### src/design/assert_macros.svh
// Assertion macros shared by the matcher RTL
`ifndef ASSERT_MACROS_SVH
`define ASSERT_MACROS_SVH
`ifndef SYNTHESIS
`define GPM_ASSERT(lbl, clk, rst, prop) \
   lbl: assert property (@(posedge clk) disable iff (rst) prop) \
      else $error("assertion failed");
`define GPM_NEVER(lbl, clk, rst, cond) \
   lbl: assert property (@(posedge clk) disable iff (rst) !(cond)) \
      else $error("forbidden condition seen");
`else
`define GPM_ASSERT(lbl, clk, rst, prop)
`define GPM_NEVER(lbl, clk, rst, cond)
`endif
`endif

### src/design/gpm_ram.sv
// Simple dual-port synchronous RAM with registered read
`timescale 1ns / 1ps
module gpm_ram #(
   parameter int WIDTH = 8,
   parameter int DEPTH = 16,
   parameter int AW    = 4
) (
   input  logic             clock,
   input  logic             wr_en,
   input  logic [AW-1:0]    wr_addr,
   input  logic [WIDTH-1:0] wr_data,
   input  logic [AW-1:0]    rd_addr,
   output logic [WIDTH-1:0] rd_data
);
   logic [WIDTH-1:0] mem [DEPTH];

   always_ff @(posedge clock) begin
      if (wr_en) begin
         mem[wr_addr] <= wr_data;
      end
      rd_data <= mem[rd_addr];
   end
endmodule

### config.mk
export PLATFORM = sky130hd
export DESIGN_NAME = gpm_ram
export DESIGN_NICKNAME = d
export VERILOG_FILES = /design/src/design/assert_macros.svh /design/src/design/gpm_ram.sv
export SDC_FILE = /design/constraint.sdc
export NUM_CORES = 1
export LEC_CHECK = 0
export BUFFER_PORTS_ARGS = -buffer_cell sky130_fd_sc_hd__buf_2
export CORE_MARGIN = 1
export CORE_UTILIZATION = 25
export DETAILED_ROUTE_END_ITERATION = 7
export GPL_ROUTABILITY_DRIVEN = 0
export PLACE_DENSITY = 0.38
export SYNTH_ARGS = -nofsm -noshare
export SYNTH_HDL_FRONTEND = slang
export SYNTH_SLANG_ARGS = --single-unit
export TNS_END_PERCENT = 20
### constraint.sdc
create_clock -name clock -period 2.55 [get_ports clock]
set_input_delay 0 -clock clock [delete_from_list [all_inputs] [get_ports clock]]
set_output_delay 0 -clock clock [all_outputs]
set_load 0.05 [all_outputs]
# --- After elaboration in Yosys (flattened, before gate mapping) ---
# Memories as Yosys holds them, arrays and structs flattened. A register that Yosys moved wholly into a read port is not among the register bits.
# Cells that the tools add are included.
totals:
  memories: 1
  reg_bits: 0
  input_bits: 18
  ram_bits: 128
  word_cells: 3
  out_inout_bits: 8
mem_list:
  columns: ["name", "words", "width", "read_ports", "rd_clocked_by_memory_dff", "wr", "line_no", "source"]
  rows:
  - ["mem", 16, 8, 1, 1, 1, "gpm_ram.sv:15", "logic [WIDTH-1:0] mem [DEPTH];"]
op_classes:
  muxes: 2
op_table:
  columns: ["op", "n"]
  rows:
  - ["2-to-1 mux 1 bit", 2]

# --- Depth between registers and ports, before layout ---
logic_depth:
  depth_word: 2
  ltp_mapped: 5
  ltp_nobuf: 3

# --- Least setup slack after synthesis ---
# No wires, ideal clock.
synth_timing:
  path_kind: "input-to-reg"
  startpoint: "in wr_addr[2]"
  endpoint: "mem mem[0][0], enable pin"
  path_stages: 2
  required_ns: 2.167
  setup_ns: 0.383
  arrival_time_ns: 1.110
  slack_ns: 1.057
  path_buffers: 0
  cell_sequence: "or3b_2 > nor3_1"
synth_lines:
  columns: ["element", "line_no", "source"]
  rows:
  - ["from (decl)", "gpm_ram.sv:10", "input logic [AW-1:0] wr_addr,"]
  - ["to (decl)", "gpm_ram.sv:15", null]
# Straight into the memory's write port.

==> results.py <==
metrics = {
    "run_status": {
        "status": "finished clean",
    },
    "floorplanning": {
        "die_y_um": 145,
        "die_area_um2": 21200,
        "die_w_um": 145,
        "ioPinCount": 26,
        "core_area_um2": 20200,
        "fp-row-count": 52,
        "start_util_pct": 25.4,
    },
    "sta": {
        "setup_violations": 0,
        "hold_viol_final": 0,
        "min_period_over_period_pct": 53.6,
        "rsz0062_at_grt": "false",
        "finClkSkew_ns": 0.00687,
        "worst_pin_slew_ns": 0.970,
        "slew_viol_final": 0,
        "max_freq_ghz": 0.731,
        "layout_setup_ws_ns": 1.18,
        "holdWs_ns": 0.00785,
        "max_slew_margin_pct": 35.1,
        "fin_setup_tns_ns": 0,
        "final.min_clock_period_ns": 1.37,
    },
    "layout": {
        "mostFrequentLayoutCells": "128 x edfxtp_1, 25 x buf_2, 18 x mux4_2",
        "syn2layout_area_growth_pct": 25.1,
        "fin_nets": 305,
        "stdcell_area_um2": 6440,
        "fin_cells": 571,
        "final_core_util_pct": 31.8,
        "final_common_cell": "edfxtp_1",
        "drive_gt1_share_pct": 30.7,
    },
    "routing": {
        "viasPerCell": 4.24,
        "firstDrtPassIters": 4,
        "ant_nets": 0,
        "remaining_drc_errors": 0,
        "wirelength_um": 11400,
        "dr_total_vias": 2419,
        "drt_iter0_drc": 117,
        "wire_per_inst_um": 20.0,
    },
    "yosys": {
        "syn_avg_cell_area_um2": 22.5,
        "synth_top_area_share_pct": 74.7,
        "ys_warn_count": 0,
        "yosysUniqueCellTypes": 19,
        "synthTopCellsByArea": "edfxtp_1 75%, mux4_2 7.9%, mux4_1 7.1%, dfxtp_1 3.1%, a22oi_1 2.3%",
        "syn_nets": 247,
        "synth_top_area_cell": "edfxtp_1",
        "synthCells": 229,
        "ys_ff_latch": 136,
        "ys_seq_area_share_pct": 77.8,
        "synth_area_um2": 5150,
    },
    "global_routing": {
        "overflow": 0,
        "grt_max_degree": 33,
        "antenna_found_initial": 1,
        "grt.total_usage_pct": 11.7,
        "grt_pass1_wl_um": 17300,
        "grt_pass1_vias": 2633,
    },
    "critical_path": {
        "crit_type": "register to register",
        "critPathMaxStageDelay_ns": 0.48,
        "critPathArrivalTime_ns": 1.65,
        "crit_fanout": 1,
        "path_cells": "mux4_2 -> a22oi_1 -> nand2_1",
        "start_kind": "register",
        "cp-end-kind": "register",
        "critPathRequiredTime_ns": 2.84,
        "cp_slowest_cell": "mux4_2",
    },
    "clocking": {
        "cts_tree": "yes",
        "cts-root-buf": "clkbuf_16",
        "cts_sinks": 136,
        "clk_latency_ns": 0.42,
        "path_clk_slew_ns": 0.06,
        "cts_buffer_depth": 2,
        "cts_buffers": 17,
        "cts_resized": 0,
        "post_cts_buffers": 0,
        "h-tree-depth": 4,
    },
    "placed_design": {
        "dp_cells": 532,
        "io_buffers": 25,
        "place_area_um2": 5670,
        "pre_cts_ws_ns": 0.736,
        "post-dp-hpwl_um": 7330,
    },
    "flow_run": {
        "drv_cap": 0,
    },
    "power_and_ir_drop": {
        "max-vdd-ir-drop_uv": 489,
        "leakage_nw": 2.16,
        "finalPower_mw": 5.74,
        "p_per_area_nw_per_um2": 891,
    },
    "worst_hold_path": {
        "hp-class": "input pin to register",
    },
}
## worst max-delay path, delay by kind of cell (launching register included)
kind	cells	cell delay, ns
muxes	1	0.48
DFF	1	0.37
AOI/OAI and AO/OA	1	0.27
and+or+nand+nor	1	0.12
## power by group
group,leakage [nW],internal [mW],switching (mW)
Combinational,0.595,0.105,0.190
Sequential,1.22,2.50,0.0144
Clock,0.345,2.02,0.904
## Yosys cell counts
library cell and instances:
a22oi_1 16, nand2b_1 2, nor2b_1 1, nand3b_1 2, mux4_2 18, buf_4 1
nand2_1 9, or3b_2 1, mux4_1 14, buf_6 3, buf_2 3, nor3_1 4
nand3_1 1, dfxtp_1 8, and2b_1 1, nor2_1 13, edfxtp_1 128, and2_1 1
clkdlybuf4s25_2 3
## cell type report
class | count | area, µm²
timing repair buffer | 49 | 333
clock inverter | 14 | 277
tap | 270 | 338
sequential | 136 | 4000
antenna | 1 | 2.50
clock buffer | 18 | 429
multi-input combinational | 83 | 1060
fill | 1931 | 13800
## registers in the layout (all words and copies together) (netlist names)
name	flops
rd_data	8
mem	128
## final timing paths
check	cells past startpoint	to	start	slack, ns
worst max register to register	3	rd_data[7]	mem[2][7]	1.18
worst min-delay path	1	mem[0][5]	wr_data[5]	0.008
worst max-delay path	3	rd_data[7]	mem[2][7]	1.18
worst min register to register	3	rd_data[5]	mem[15][5]	0.68
## routing by layer
metal  track usage, %  vias to the layer above  share of wire, %
li1                 -                     1091                 -
met5                0                        -                 0
met3             3.39                       14               3.2
met1             15.8                     1271                49
met2             17.7                       43                46
met4             5.05                        0               1.6
## logic make-up after synthesis
logic type             synth area share (%)
AOI/OAI and AO/OA                      2.33
muxes                                  15.0
buffers and inverters                  1.68
DFF                                    77.8
and+or+nand+nor                        3.18
## what timing repair did
| action | 4_1_cts | 5_1_grt |
|---|---|---|
| hold endpoints to repair | 81 | 0 |
| hold buffers | 6 | 0 |
| endpoints found under the setup margin | 0 | 0 |
Power figures use the tool's default switching activity.
