**src/design/assert_macros.svh**
```systemverilog
// Assertion macros shared by the matcher RTL
`ifndef ASSERT_MACROS_SVH
`define ASSERT_MACROS_SVH
`ifndef SYNTHESIS
`define GPM_ASSERT(lbl, clk, rst, prop) \
   lbl: assert property (@(posedge clk) disable iff (rst) prop) \
      else $error("assertion failed");
`define GPM_NEVER(lbl, clk, rst, cond) \
   lbl: assert property (@(posedge clk) disable iff (rst) !(cond)) \
      else $error("forbidden condition seen");
`else
`define GPM_ASSERT(lbl, clk, rst, prop)
`define GPM_NEVER(lbl, clk, rst, cond)
`endif
`endif

```
**src/design/gpm_pkg.sv**
```systemverilog
// Types and constants of the greedy point matcher
`timescale 1ns / 1ps
package gpm_pkg;
   localparam int OUT_MAX = 16;
   localparam logic [31:0] WITHIN_RESET = 32'd640000;

   typedef enum logic [1:0] {
      OP_LOAD_LIGHT = 2'd0,
      OP_LOAD_VERT  = 2'd1,
      OP_RUN        = 2'd2,
      OP_CLEAR      = 2'd3
   } opcode_type;

   typedef enum logic [4:0] {
      ST_IDLE, ST_KEEP_P, ST_KL_RD, ST_KL_CHK, ST_KV_RD, ST_KV_CHK,
      ST_KD_W1, ST_KD_W2, ST_KD_CMP, ST_PRED_RD, ST_PRED_CHK,
      ST_MV_RD, ST_MV_CAP, ST_ML_RD, ST_ML_CHK, ST_MW1, ST_MW2, ST_MWR,
      ST_PK_INIT, ST_PK_RD, ST_PK_CHK, ST_PK_END, ST_PK_ID_RD, ST_PK_ID_CHK,
      ST_RPT, ST_FIN_ACK
   } state_type;

   typedef struct packed {
      logic [7:0]         id;
      logic signed [15:0] x;
      logic signed [15:0] y;
      logic               pred;
   } light_entry_type;

   typedef struct packed {
      logic [3:0]         idx;
      logic signed [15:0] x;
      logic signed [15:0] y;
   } vertex_entry_type;

   typedef struct packed {
      logic signed [15:0] ax;
      logic signed [15:0] ay;
      logic signed [15:0] bx;
      logic signed [15:0] by;
   } dist_operand_type;
endpackage

```
**src/design/gpm_dist.sv**
```systemverilog
// Two-stage squared distance unit
`timescale 1ns / 1ps
module gpm_dist
   import gpm_pkg::*;
(
   input  logic             clock,
   input  dist_operand_type opnd,
   output logic [32:0]      dist_sq
);
   logic signed [16:0] dx, dy, ndx, ndy;
   logic [15:0] adx_in, ady_in, adx_ff, ady_ff;
   logic [31:0] sqx_ff, sqy_ff;

   always_comb begin
      dx = 17'(opnd.ax) - 17'(opnd.bx);
      dy = 17'(opnd.ay) - 17'(opnd.by);
      ndx = -dx;
      ndy = -dy;
      adx_in = dx[16] ? ndx[15:0] : dx[15:0];
      ady_in = dy[16] ? ndy[15:0] : dy[15:0];
   end

   always_ff @(posedge clock) begin
      adx_ff <= adx_in;
      ady_ff <= ady_in;
      sqx_ff <= adx_ff * adx_ff;
      sqy_ff <= ady_ff * ady_ff;
   end

   assign dist_sq = {1'b0, sqx_ff} + {1'b0, sqy_ff};
endmodule

```
**config.mk**
```make
export PLATFORM = sky130hd
export DESIGN_NAME = gpm_dist
export DESIGN_NICKNAME = d
export VERILOG_FILES = /design/src/design/assert_macros.svh /design/src/design/gpm_pkg.sv /design/src/design/gpm_dist.sv
export SDC_FILE = /design/constraint.sdc
export NUM_CORES = 1
export LEC_CHECK = 0
export ABC_AREA = 0
export ABC_CLOCK_PERIOD_IN_PS = 19000
export BUFFER_PORTS_ARGS = -buffer_cell sky130_fd_sc_hd__buf_2
export CORE_ASPECT_RATIO = 2
export CORE_MARGIN = 8
export CORE_UTILIZATION = 30
export CTS_CLUSTER_DIAMETER = 30
export DETAILED_ROUTE_END_ITERATION = 6
export HOLD_SLACK_MARGIN = 0.08
export PLACE_DENSITY = 0.42
export REMOVE_ABC_BUFFERS = 1
export SLEW_MARGIN = 15
export SYNTH_ARGS = -nofsm -noshare
export SYNTH_HDL_FRONTEND = slang
export SYNTH_SLANG_ARGS = --single-unit
```
**constraint.sdc**
```tcl
create_clock -name clock -period 19 [get_ports clock]
set_input_delay 1.9 -clock clock [delete_from_list [all_inputs] [get_ports clock]]
set_output_delay 1.9 -clock clock [all_outputs]
set_load 0.01 [all_outputs]
```
Yosys cells after proc, flatten, opt, wreduce, memory -nomap -nowiden

Cells that the tools add are included.

Bits in registers: 96
Latch bits: 0
Memory bits (writable): 0
ROM bits: 0
Input port bits: 65
Word-level logic and storage cells: 13
Memories kept: 0

$add $sub $neg: 5
Multiply operators: 2
Divide/modulo/power cells: 0
Magnitude comparators: 0
Eq/ne operators: 0
Shifts and indexed selects: 0
Multiplexer cells: 2
Bitwise gates (word level): 0
Reductions and logical operators: 0

Operator list:

| cell           | count |
|---|---|
| $mul 16x16->32 | 2 |
| $sub 16x16->17 | 2 |
| $add 32x32->33 | 1 |
| $mux 16        | 2 |
| $neg 16->16    | 2 |

Longest topological paths before layout

Gate-level depths: netlist (run 1).

Depth in word-level cells: 3
Gate-level depth with buffers: 26

Worst setup path after synthesis (run 1)

Ideal clock, no wire load.

Path kind: reg-to-reg
From: reg ady_ff[4]
To: reg sqy_ff[30]
Setup time: 0.127 ns
Data arrival time: 6.032 ns
Required time: 18.873 ns
Path slack: 12.842 ns
Cell stages (with the launch flop): 24
Clock period less this slack: 6.158 ns
Cell sequence: dfxtp_1 -> clkbuf_1 -> clkbuf_1 -> nand2_1 -> fa_1 -> inv_1 -> fa_1 -> ha_1 -> inv_1 -> fa_1 -> fa_1 -> inv_1 -> fa_1 -> ha_1 -> a21o_1 -> a21o_1 -> a2111oi_4 -> nor3_1 -> a211o_1 -> o31a_1 -> a211o_1 -> a21oi_1 -> o21ai_0 -> xor2_1

Word-level cells in the longest chain between the ends: 1

Ends and longest elaborated chain:

| element                  | RTL line       | source |
|---|---|---|
| start: declaration       | gpm_dist.sv:11 | `logic [15:0] adx_in, ady_in, adx_ff, ady_ff;` |
| start signal: assignment | gpm_dist.sv:25 | `ady_ff <= ady_in;` |
| $mul 16x16->32           | gpm_dist.sv:27 | `sqy_ff <= ady_ff * ady_ff;` |
| end signal: assignment   | gpm_dist.sv:27 |  |
| end: declaration         | gpm_dist.sv:12 | `logic [31:0] sqx_ff, sqy_ff;` |

Every way passes these cells.

Final worst setup path (run 1)

From: reg ady_ff[3]
To: reg sqy_ff[31]

The elaborated chain is that of the path after synthesis.

==> metrics.md, run 1 <==
| Metric | Value |
|---|---|
| Status | `finished clean` |
| CP Data Arrival Time | `7.12 ns` |
| Final HPWL DP | `38.76 mm` |
| Layout area overhead | `8.553%` |
| Reg clk slew, reported paths | `0.07 ns` |
| Initial core utilization | `0.3020` |
| CTS resizes | `0` |
| Largest cells by area after synthesis | `fa_1 33%, ha_1 17%, inv_1 11%` |
| Via Count | `14027` |
| Placeable Area | `65400 um^2` |
| Final setup violation count | `0` |
| Fin crit share | `0.3604` |
| GP Congestion | `0.7718` |
| Hold WC Path Type | `reg -> reg` |
| DR iter-0 viols | `487` |
| Clock Latency Late Sink | `0.38 ns` |
| Number of remaining DRC errors | `0` |
| Row cnt | `133` |
| Slowest cell on the critical path | `fa_1` |
| PortBufs | `97` |
| YS warnings | `0` |
| H-tree depth | `3` |
| Share of cells above drive strength 1 | `0.06530` |
| Final instance area | `21440 um^2` |
| Postcts setup bufs | `0` |
| Avg Cell Area, Syn | `8.855 um^2` |
| Fillers | `7000` |
| Critical Path RT | `19.28 ns` |
| Global-route wire length before repair | `76.59 mm` |
| Worst setup SP type | `flip-flop` |
| Syn Inst Count | `2230` |
| Die width | `197.4 um` |
| Tot GR Track Use | `0.1265` |
| Post-synth EDFFs | `0` |
| Max Slew Vio Count | `0` |
| Clock Skew | `0.01147 ns` |
| Least-Margin Pin Slew | `1.083 ns` |
| Area of the mapped netlist | `19750 um^2` |
| Slew HR | `0.2575` |
| CP Class | `reg -> reg` |
| Inserted Clock Buffers | `9` |
| Ant diodes | `0` |
| Most frequent cells in the layout | `563 x inv_1, 326 x fa_1, 265 x ha_1` |
| Total negative slack | `0 ns` |
| Total wire length | `44.84 mm` |
| Die Y | `378.8 um` |
| Critical Path Max Stage Delay | `0.53 ns` |
| Critical path, cell by cell | `nand2_1, inv_1, fa_1, inv_1, fa_1, inv_1, fa_1, inv_1, fa_1, inv_1, fa_1, inv_1, fa_1, inv_1, ha_1, a21o_1, a21oi_1, nor3b_1, a211oi_1, nor3_1, nor2_1, o41ai_2, nand3_1, o211a_1` |
| CTS Sinks | `94` |
| Unrepaired setup endpoints after global routing | `no` |
| Antenna violations before repair | `0` |
| Commonest non-fill, non-tap cell in the layout | `inv_1` |
| Post-cts hold buffer count | `0` |
| Minimum clock period | `6.847 ns` |
| Detail Route Antenna Nets | `0` |
| Die area | `74790 um^2` |
| Routed WL per cell | `14.13 um` |
| Vias per inst | `4.419` |
| Post-synth ARST share | `0` |
| Max clock buf depth | `2` |
| Placed inst area | `21160 um^2` |
| I/O pin count | `98` |
| Crit end category | `flip-flop` |
| Most common cell type on the critical path | `inv_1` |
| CTS tree | `built` |
| Vias in the first global route | `15561` |
| GRT overflow | `0` |
| Ys flop type | `dfxtp_1` |
| Crit path max fanout | `15` |
| Clock root buffer | `clkbuf_16` |
| Pin count of the biggest net entering global routing | `21` |
| Synth top area share | `0.3305` |
| Max cap viols | `0` |
| Flops & latches, synth | `94` |
| Nets | `2948` |
| Yosys cell types | `73` |
| Yosys top cell by area | `fa_1` |
| Worst hold margin | `0.6349 ns` |
| Pre-Repair DR Iteration Count | `5` |
| Peak Freq | `0.1461 GHz` |
| Post-synthesis sequential area ratio | `0.09529` |
| Final Hold Fails | `0` |
## worst max-delay path: cells and delay by family, from the launching register on
| kind | cells | cell delay (ns) |
|---|---|---|
| AO/OA/AOI/OAI | 5 | 1.21 |
| AND/OR/NAND/NOR | 5 | 1.19 |
| flip-flops | 1 | 0.51 |
| buffers and inverters | 7 | 0.39 |
| adder cells (fa/ha/maj) | 7 | 3.42 |
## layer usage
| metal | up-vias | GRT usage | routed length [um] |
|---|---|---|---|
| met4 | 0 | 0.02792 | 600 |
| met5 | - | 0 | 0 |
| li1 | 7033 | - | - |
| met3 | 24 | 0.01163 | 674 |
| met1 | 6870 | 0.1579 | 20380 |
| met2 | 100 | 0.2316 | 23180 |
## synthesized netlist by cell type (6+ instances only)
library cell,count
o211ai_1,6
nand2b_1,14
dfxtp_1,94
a21o_1,55
a211o_1,7
xor2_1,47
o31ai_1,9
a21oi_1,78
fa_1,326
nor3_1,18
o21a_1,13
clkbuf_1,45
nand2_1,186
nor2b_1,30
o21bai_1,10
nand4_1,9
or2_2,10
xnor2_1,97
ha_1,265
nand3_1,23
nor2_1,85
a31oi_1,9
o21ai_0,41
and3_1,9
o21ai_1,6
a211oi_1,10
inv_1,563
and2_1,81
## registers in the layout (all words and copies together) (netlist names)
name / count
sqy_ff: 31
adx_ff: 16
sqx_ff: 31
ady_ff: 16
## area by class of cell
type	count	area, um^2	area share
multi-input combinational	1525	15570	0.7263
inverter	563	2113	0.09858
sequential	94	1882	0.08778
tap	877	1097	0.05119
timing repair buffer	99	500.5	0.02335
clock buffer	10	229.0	0.01068
clock inverter	6	45.04	0.002101
## stage by stage
step / cells / utilization / setup WS [ns]
3_3_place_gp: 3158 / 0.3236 / 12.27
2_1_floorplan: 2182 / - / 13.05
4_1_cts: 3174 / 0.3278 / 12.15
5_1_grt: 3174 / 0.3278 / 11.78
6_report: 3174 / 0.3278 / 12.15
3_5_place_dp: 3158 / 0.3236 / 12.17
## path summary, 6_finish.rpt
kind                            slack, ns         end  cells after the start       from
worst min register to register       0.63   sqx_ff[0]                      0  adx_ff[0]
worst max register to register      12.15  sqy_ff[31]                     24  ady_ff[3]
worst max-delay path                12.15  sqy_ff[31]                     24  ady_ff[3]
worst min-delay path                 0.63   sqx_ff[0]                      0  adx_ff[0]
## kinds of logic after synthesis
logic type | synth area share
and+or+nand+nor | 0.1217
buffers and inverters | 0.1163
adders and majority gates | 0.4984
xor gates and xnor gates | 0.06387
DFF | 0.09529
muxes | 0.002724
AOI/OAI and AO/OA | 0.1018
Power of run 1 is left out: the tool's default activity adds up to more than one toggle a clock period on the data nets, which glitch-free logic cannot reach.
==> inputs of run 2 (changes only) <==
--- a/config.mk
+++ b/config.mk
@@ -6,7 +6,7 @@
 export NUM_CORES = 1
 export LEC_CHECK = 0
 export ABC_AREA = 0
-export ABC_CLOCK_PERIOD_IN_PS = 19000
+export ABC_CLOCK_PERIOD_IN_PS = 6600
 export BUFFER_PORTS_ARGS = -buffer_cell sky130_fd_sc_hd__buf_2
 export CORE_ASPECT_RATIO = 2
 export CORE_MARGIN = 8
==> constraint.sdc (replaced) <==
create_clock -name clock -period 6.6 [get_ports clock]
set_input_delay 0.66 -clock clock [delete_from_list [all_inputs] [get_ports clock]]
set_output_delay 0.66 -clock clock [all_outputs]
set_load 0.01 [all_outputs]
==> metrics.md, run 2 (synthesis gave the netlist of run 1 again) <==
| Metric | Value |
|---|---|
| Clock Skew | `0.01163 ns (+0.0001531 ns)` |
| Peak Freq | `0.1593 GHz (+9.1%)` |
| Die width | `197.4 um (unchanged)` |
| Clock Latency Late Sink | `0.39 ns (about the same)` |
| GP Congestion | `0.7869 (+2.0%)` |
| H-tree depth | `3 (unchanged)` |
| CP Capture Point | `sqy_ff[31]` |
| Slowest cell on the critical path | `fa_1` |
| Die area | `74790 um^2 (unchanged)` |
| Detail Route Antenna Nets | `0 (unchanged)` |
| Nets | `3000 (+1.8%)` |
| Reg2Reg Depth | `24 (unchanged)` |
| Antenna violations before repair | `0 (unchanged)` |
| I/O pin count | `98 (unchanged)` |
| Post-cts hold buffer count | `0 (unchanged)` |
| Fillers | `6957 (-0.61%)` |
| Hold WC Path Type | `reg -> reg` |
| CTS resizes | `0 (unchanged)` |
| FF-to-FF setup slack | `0.32 ns (-11.83 ns)` |
| Vias in the first global route | `15720 (+1.0%)` |
| CTS Sinks | `94 (unchanged)` |
| Share of cells above drive strength 1 | `0.09068 (+0.02537)` |
| Number of remaining DRC errors | `0 (unchanged)` |
| Reg clk slew, reported paths | `0.08 ns (about the same)` |
| Ant diodes | `0 (unchanged)` |
| Critical Path Max Stage Delay | `0.53 ns (about the same)` |
| Reg-to-reg critical path endpoint | `sqy_ff[31]` |
| Tot GR Track Use | `0.1292 (+0.002706)` |
| Max clock buf depth | `2 (unchanged)` |
| Routed WL per cell | `14.18 um (+0.37%)` |
| Unrepaired setup endpoints after global routing | `no` |
| Layout area overhead | `10.82%` |
| Pre-Repair DR Iteration Count | `5 (unchanged)` |
| Max Slew Vio Count | `0 (unchanged)` |
| Crit path max fanout | `11 (-4)` |
| Row cnt | `133 (unchanged)` |
| Placeable Area | `65400 um^2 (unchanged)` |
| CP Data Arrival Time | `6.56 ns (-0.56 ns)` |
| Most frequent cells in the layout | `563 x inv_1, 326 x fa_1, 265 x ha_1` |
| Least-Margin Pin Slew | `0.7179 ns (-0.3649 ns)` |
| Commonest non-fill, non-tap cell in the layout | `inv_1` |
| Die Y | `378.8 um (unchanged)` |
| Biggest regs | `sqx_ff (31), sqy_ff (31)` |
| Clock root buffer | `clkbuf_16` |
| Vias per inst | `4.447 (+0.63%)` |
| Pin count of the biggest net entering global routing | `20 (-4.8%)` |
| Status | `finished clean` |
| GRT overflow | `0 (unchanged)` |
| Slew HR | `0.5120 (+0.2545)` |
| Inserted Clock Buffers | `9 (unchanged)` |
| CP Class | `reg -> reg` |
| Minimum clock period | `6.276 ns (-0.5704 ns)` |
| Critical path, cell by cell | `and2_1, fa_1, inv_1, fa_1, inv_1, fa_1, inv_1, fa_1, inv_1, fa_1, inv_1, fa_1, inv_1, ha_1, a21o_1, a21oi_1, nor3b_1, a211oi_2, nor3_2, nor2_1, o41ai_2, buf_4, nand3_1, o211a_1` |
| DR iter-0 viols | `411 (-16%)` |
| Postcts setup bufs | `0 (unchanged)` |
| Crit end category | `flip-flop` |
| Worst setup SP type | `flip-flop` |
| Total wire length | `45.74 mm (+2.0%)` |
| Fin crit share | `0.9510 (+0.5906)` |
| Max cap viols | `0 (unchanged)` |
| Global-route wire length before repair | `77.95 mm (+1.8%)` |
| Final Hold Fails | `0 (unchanged)` |
| CTS tree | `built` |
| RR Startpoint | `ady_ff[2]` |
| Initial core utilization | `0.3020 (unchanged)` |
| Critical Path RT | `6.88 ns (-12.40 ns)` |
| Final HPWL DP | `40.61 mm (+4.8%)` |
| Via Count | `14347 (+2.3%)` |
| Final setup violation count | `0 (unchanged)` |
| PortBufs | `97 (unchanged)` |
| CP startpoint | `ady_ff[2]` |
| Total negative slack | `0 ns (unchanged)` |
run 2: cell count changes in the layout (fill, tap and decap cells not counted), moves of 2 or more:
| cell | change |
|---|---|
| clkinvlp_4 | -2 |
| buf_4 | +51 |
| dfxtp_2 | +7 |
| dfxtp_1 | -7 |
| inv_6 | +2 |
run 2: routing by layer:
layer,part of all wire,up-vias,track usage
met5,0,-,0
met4,0.015,0,0.03091
met3,0.020,27,0.01411
met2,0.51,127,0.2334
met1,0.45,7047,0.1617
li1,-,7146,-
run 2: area by class of cell:
| cell class | count | area [um^2] | area share |
|---|---|---|---|
| clock buffers | 9 | 225.2 | 0.01029 |
| clock inverters | 7 | 70.07 | 0.003202 |
| inverters | 563 | 2113 | 0.09657 |
| multi-input cells | 1525 | 15580 | 0.7121 |
| flip-flops and latches | 94 | 1891 | 0.08639 |
| well taps | 877 | 1097 | 0.05014 |
| repair buffers | 151 | 903.4 | 0.04128 |
run 2: how the worst min path moves through the flow:
stage                         start        end  slack, ns  cells past startpoint
after global placement    adx_ff[0]  sqx_ff[0]       0.61                      1
after floorplan           adx_ff[0]  sqx_ff[0]       0.42                      0
final                     adx_ff[0]  sqx_ff[0]       0.60                      1
after CTS                   opnd[0]  ady_ff[0]       0.61                      3
after global routing      adx_ff[0]  sqx_ff[0]       0.62                      1
after detailed placement  adx_ff[0]  sqx_ff[0]       0.61                      1
run 2: stage by stage:
step	util	hold slack, ns	setup WS [ns]	area, um^2	instances
after floorplan	-	0.4243	0.6473	19570	2182
after global placement	0.3298	0.6145	0.2123	21570	3210
after detailed placement	0.3298	0.6119	0.1478	21570	3210
after CTS	0.3343	0.6091	0.1154	21860	3226
after global routing	0.3346	0.6167	0.008470	21880	3226
final	0.3346	0.6001	0.3236	21880	3226
run 2: worst max-delay path, delay by kind of cell, from the launching register on:
kind                     cells  cell delay (ns)
buffers and inverters        7             0.50
AND/OR/NAND/NOR              5             0.96
adder cells (fa/ha/maj)      7             3.42
flip-flops                   1             0.39
AO/OA/AOI/OAI                5             0.89
Power of run 2 is left out for the same reason.
==> inputs of run 3 (changes only) <==
--- a/config.mk
+++ b/config.mk
@@ -6,7 +6,6 @@
 export NUM_CORES = 1
 export LEC_CHECK = 0
 export ABC_AREA = 0
-export ABC_CLOCK_PERIOD_IN_PS = 6600
 export BUFFER_PORTS_ARGS = -buffer_cell sky130_fd_sc_hd__buf_2
 export CORE_ASPECT_RATIO = 2
 export CORE_MARGIN = 8
==> constraint.sdc (replaced) <==
create_clock -name clock -period 7.25 [get_ports clock]
set_input_delay 0.725 -clock clock [delete_from_list [all_inputs] [get_ports clock]]
set_output_delay 0.725 -clock clock [all_outputs]
set_load 0.01 [all_outputs]
==> metrics.md, run 3 (synthesis gave the netlist of run 1 again) <==
| Metric | Value |
|---|---|
| Minimum clock period | `6.725 ns (+0.4487 ns)` |
| Crit path max fanout | `15 (+4)` |
| Top routing layer in use | `met4` |
| Total wire length | `45.77 mm (about the same)` |
| Max Slew Vio Count | `0 (unchanged)` |
| Instance count on the critical path | `24 (unchanged)` |
| Routed WL per cell | `14.29 um (+0.79%)` |
| Share of cells above drive strength 1 | `0.07696 (-0.01372)` |
| Clock root buffer | `clkbuf_16` |
| Critical Path Max Stage Delay | `0.53 ns (about the same)` |
| M1 wire length | `20.94 mm (+1.3%)` |
| Wire length on met3 | `817 um (-8.5%)` |
| Worst setup SP type | `flip-flop` |
| Biggest regs | `sqx_ff (31), sqy_ff (31)` |
| Pre-Repair DR Iteration Count | `4 (-1)` |
| Inserted Clock Buffers | `9 (unchanged)` |
| Die Y | `378.8 um (unchanged)` |
| Initial core utilization | `0.3020 (unchanged)` |
| Hold path cells | `0 (-1)` |
| Crit end category | `flip-flop` |
| Most common cell type on the critical path | `inv_1` |
| Number of remaining DRC errors | `0 (unchanged)` |
| Row cnt | `133 (unchanged)` |
| Peak Freq | `0.1487 GHz (-6.7%)` |
| Postcts setup bufs | `0 (unchanged)` |
| Pin count of the biggest net entering global routing | `19 (-5.0%)` |
| I/O pin count | `98 (unchanged)` |
| Antenna violations before repair | `0 (unchanged)` |
| Final HPWL DP | `40.52 mm (-0.23%)` |
| CTS Sinks | `94 (unchanged)` |
| Status | `finished clean` |
| Via Count | `14201 (-1.0%)` |
| Largest delay share family, worst path | `adder cells` |
| Detail Route Antenna Nets | `0 (unchanged)` |
| Nets | `2977 (-0.77%)` |
| CTS resizes | `0 (unchanged)` |
| Clock Latency Late Sink | `0.37 ns (-0.02 ns)` |
| GRT overflow | `0 (unchanged)` |
| Commonest non-fill, non-tap cell in the layout | `inv_1` |
| Global-route wire length before repair | `78.05 mm (+0.12%)` |
| Final setup violation count | `0 (unchanged)` |
| CTS tree | `built` |
| Layout area overhead | `9.795%` |
| Placeable Area | `65400 um^2 (unchanged)` |
| GP Congestion | `0.7953 (+1.1%)` |
| Die area | `74790 um^2 (unchanged)` |
| Fin crit share | `0.9276 (-0.02336)` |
| Least-Margin Pin Slew | `1.106 ns (+0.3886 ns)` |
| CP Data Arrival Time | `7.00 ns (+0.44 ns)` |
| Vias per inst | `4.434 (-0.31%)` |
| Critical Path RT | `7.52 ns (+0.64 ns)` |
| Tot GR Track Use | `0.1291 (about the same)` |
| Slowest cell on the critical path | `fa_1` |
| Reg clk slew, reported paths | `0.08 ns (about the same)` |
| Metal2 WL | `23.57 mm (+0.31%)` |
| Buffers & Inverters on Critical Path | `7 (unchanged)` |
| CP Class | `reg -> reg` |
| DR iter-0 viols | `368 (-10%)` |
| Critical path, cell by cell | `nand2_1, inv_1, fa_1, inv_1, fa_1, inv_1, fa_1, inv_1, fa_1, inv_1, fa_1, inv_1, fa_1, inv_1, ha_1, a21o_1, a21oi_1, nor3b_1, a211oi_1, nor3_1, nor2_1, o41ai_2, nand3_1, o211a_1` |
| FF-to-FF setup slack | `0.52 ns (+0.20 ns)` |
| Unrepaired setup endpoints after global routing | `no` |
| Max cap viols | `0 (unchanged)` |
| Final Hold Fails | `0 (unchanged)` |
| PortBufs | `97 (unchanged)` |
| Total negative slack | `0 ns (unchanged)` |
| Clock Skew | `0.01467 ns (+0.003041 ns)` |
| Die width | `197.4 um (unchanged)` |
| Post-cts hold buffer count | `0 (unchanged)` |
| Fillers | `6961 (+0.057%)` |
| Ant diodes | `0 (unchanged)` |
| Max clock buf depth | `2 (unchanged)` |
| H-tree depth | `3 (unchanged)` |
| Most frequent cells in the layout | `563 x inv_1, 326 x fa_1, 265 x ha_1` |
| Hold WC Path Type | `reg -> reg` |
| Reg2Reg Depth | `24 (unchanged)` |
| Slew HR | `0.2413 (-0.2707)` |
| Vias in the first global route | `15520 (-1.3%)` |
run 3: metal layers:
metal,vias up,global-route usage
met5,-,0
met1,6974,0.1653
met3,16,0.01083
met4,0,0.02535
met2,119,0.2337
li1,7092,-
run 3: worst reg2reg max path, stage by stage, from the launching register on:
cell	delay (ns)
dfxtp_1	0.48
nand2_1	0.20
inv_1	0.08
fa_1	0.53
inv_1	0.05
fa_1	0.53
inv_1	0.05
fa_1	0.49
inv_1	0.05
fa_1	0.52
inv_1	0.05
fa_1	0.47
inv_1	0.05
fa_1	0.53
inv_1	0.06
ha_1	0.36
a21o_1	0.19
a21oi_1	0.19
nor3b_1	0.27
a211oi_1	0.16
nor3_1	0.36
nor2_1	0.14
o41ai_2	0.53
nand3_1	0.14
o211a_1	0.16
run 3: path summary, 6_finish.rpt:
check / start / endpoint
max: ady_ff[3] / sqy_ff[31]
min: adx_ff[0] / sqx_ff[0]
min reg2reg: adx_ff[0] / sqx_ff[0]
max reg2reg: ady_ff[3] / sqy_ff[31]
run 3: layout make-up:
| type | instances | area, um^2 | area share |
|---|---|---|---|
| multi-input combinational | 1525 | 15570 | 0.7181 |
| clock buffer | 11 | 242.7 | 0.01120 |
| inverter | 563 | 2113 | 0.09747 |
| timing repair buffer | 128 | 718.2 | 0.03312 |
| clock inverter | 5 | 58.81 | 0.002712 |
| tap | 877 | 1097 | 0.05061 |
| sequential | 94 | 1882 | 0.08679 |
run 3: per-stage QoR:
stage	std cells	hold WS, ns	area (um^2)	worst slack, ns	utilization
final	3203	0.6380	21680	0.5249	0.3315
after global routing	3203	0.6928	21680	0.1314	0.3315
after CTS	3203	0.6720	21680	0.4590	0.3315
after detailed placement	3187	0.6582	21380	0.4721	0.3269
after global placement	3187	0.6640	21380	0.5306	0.3269
after floorplan	2182	0.4243	19570	1.297	-
Power of run 3 is left out for the same reason.
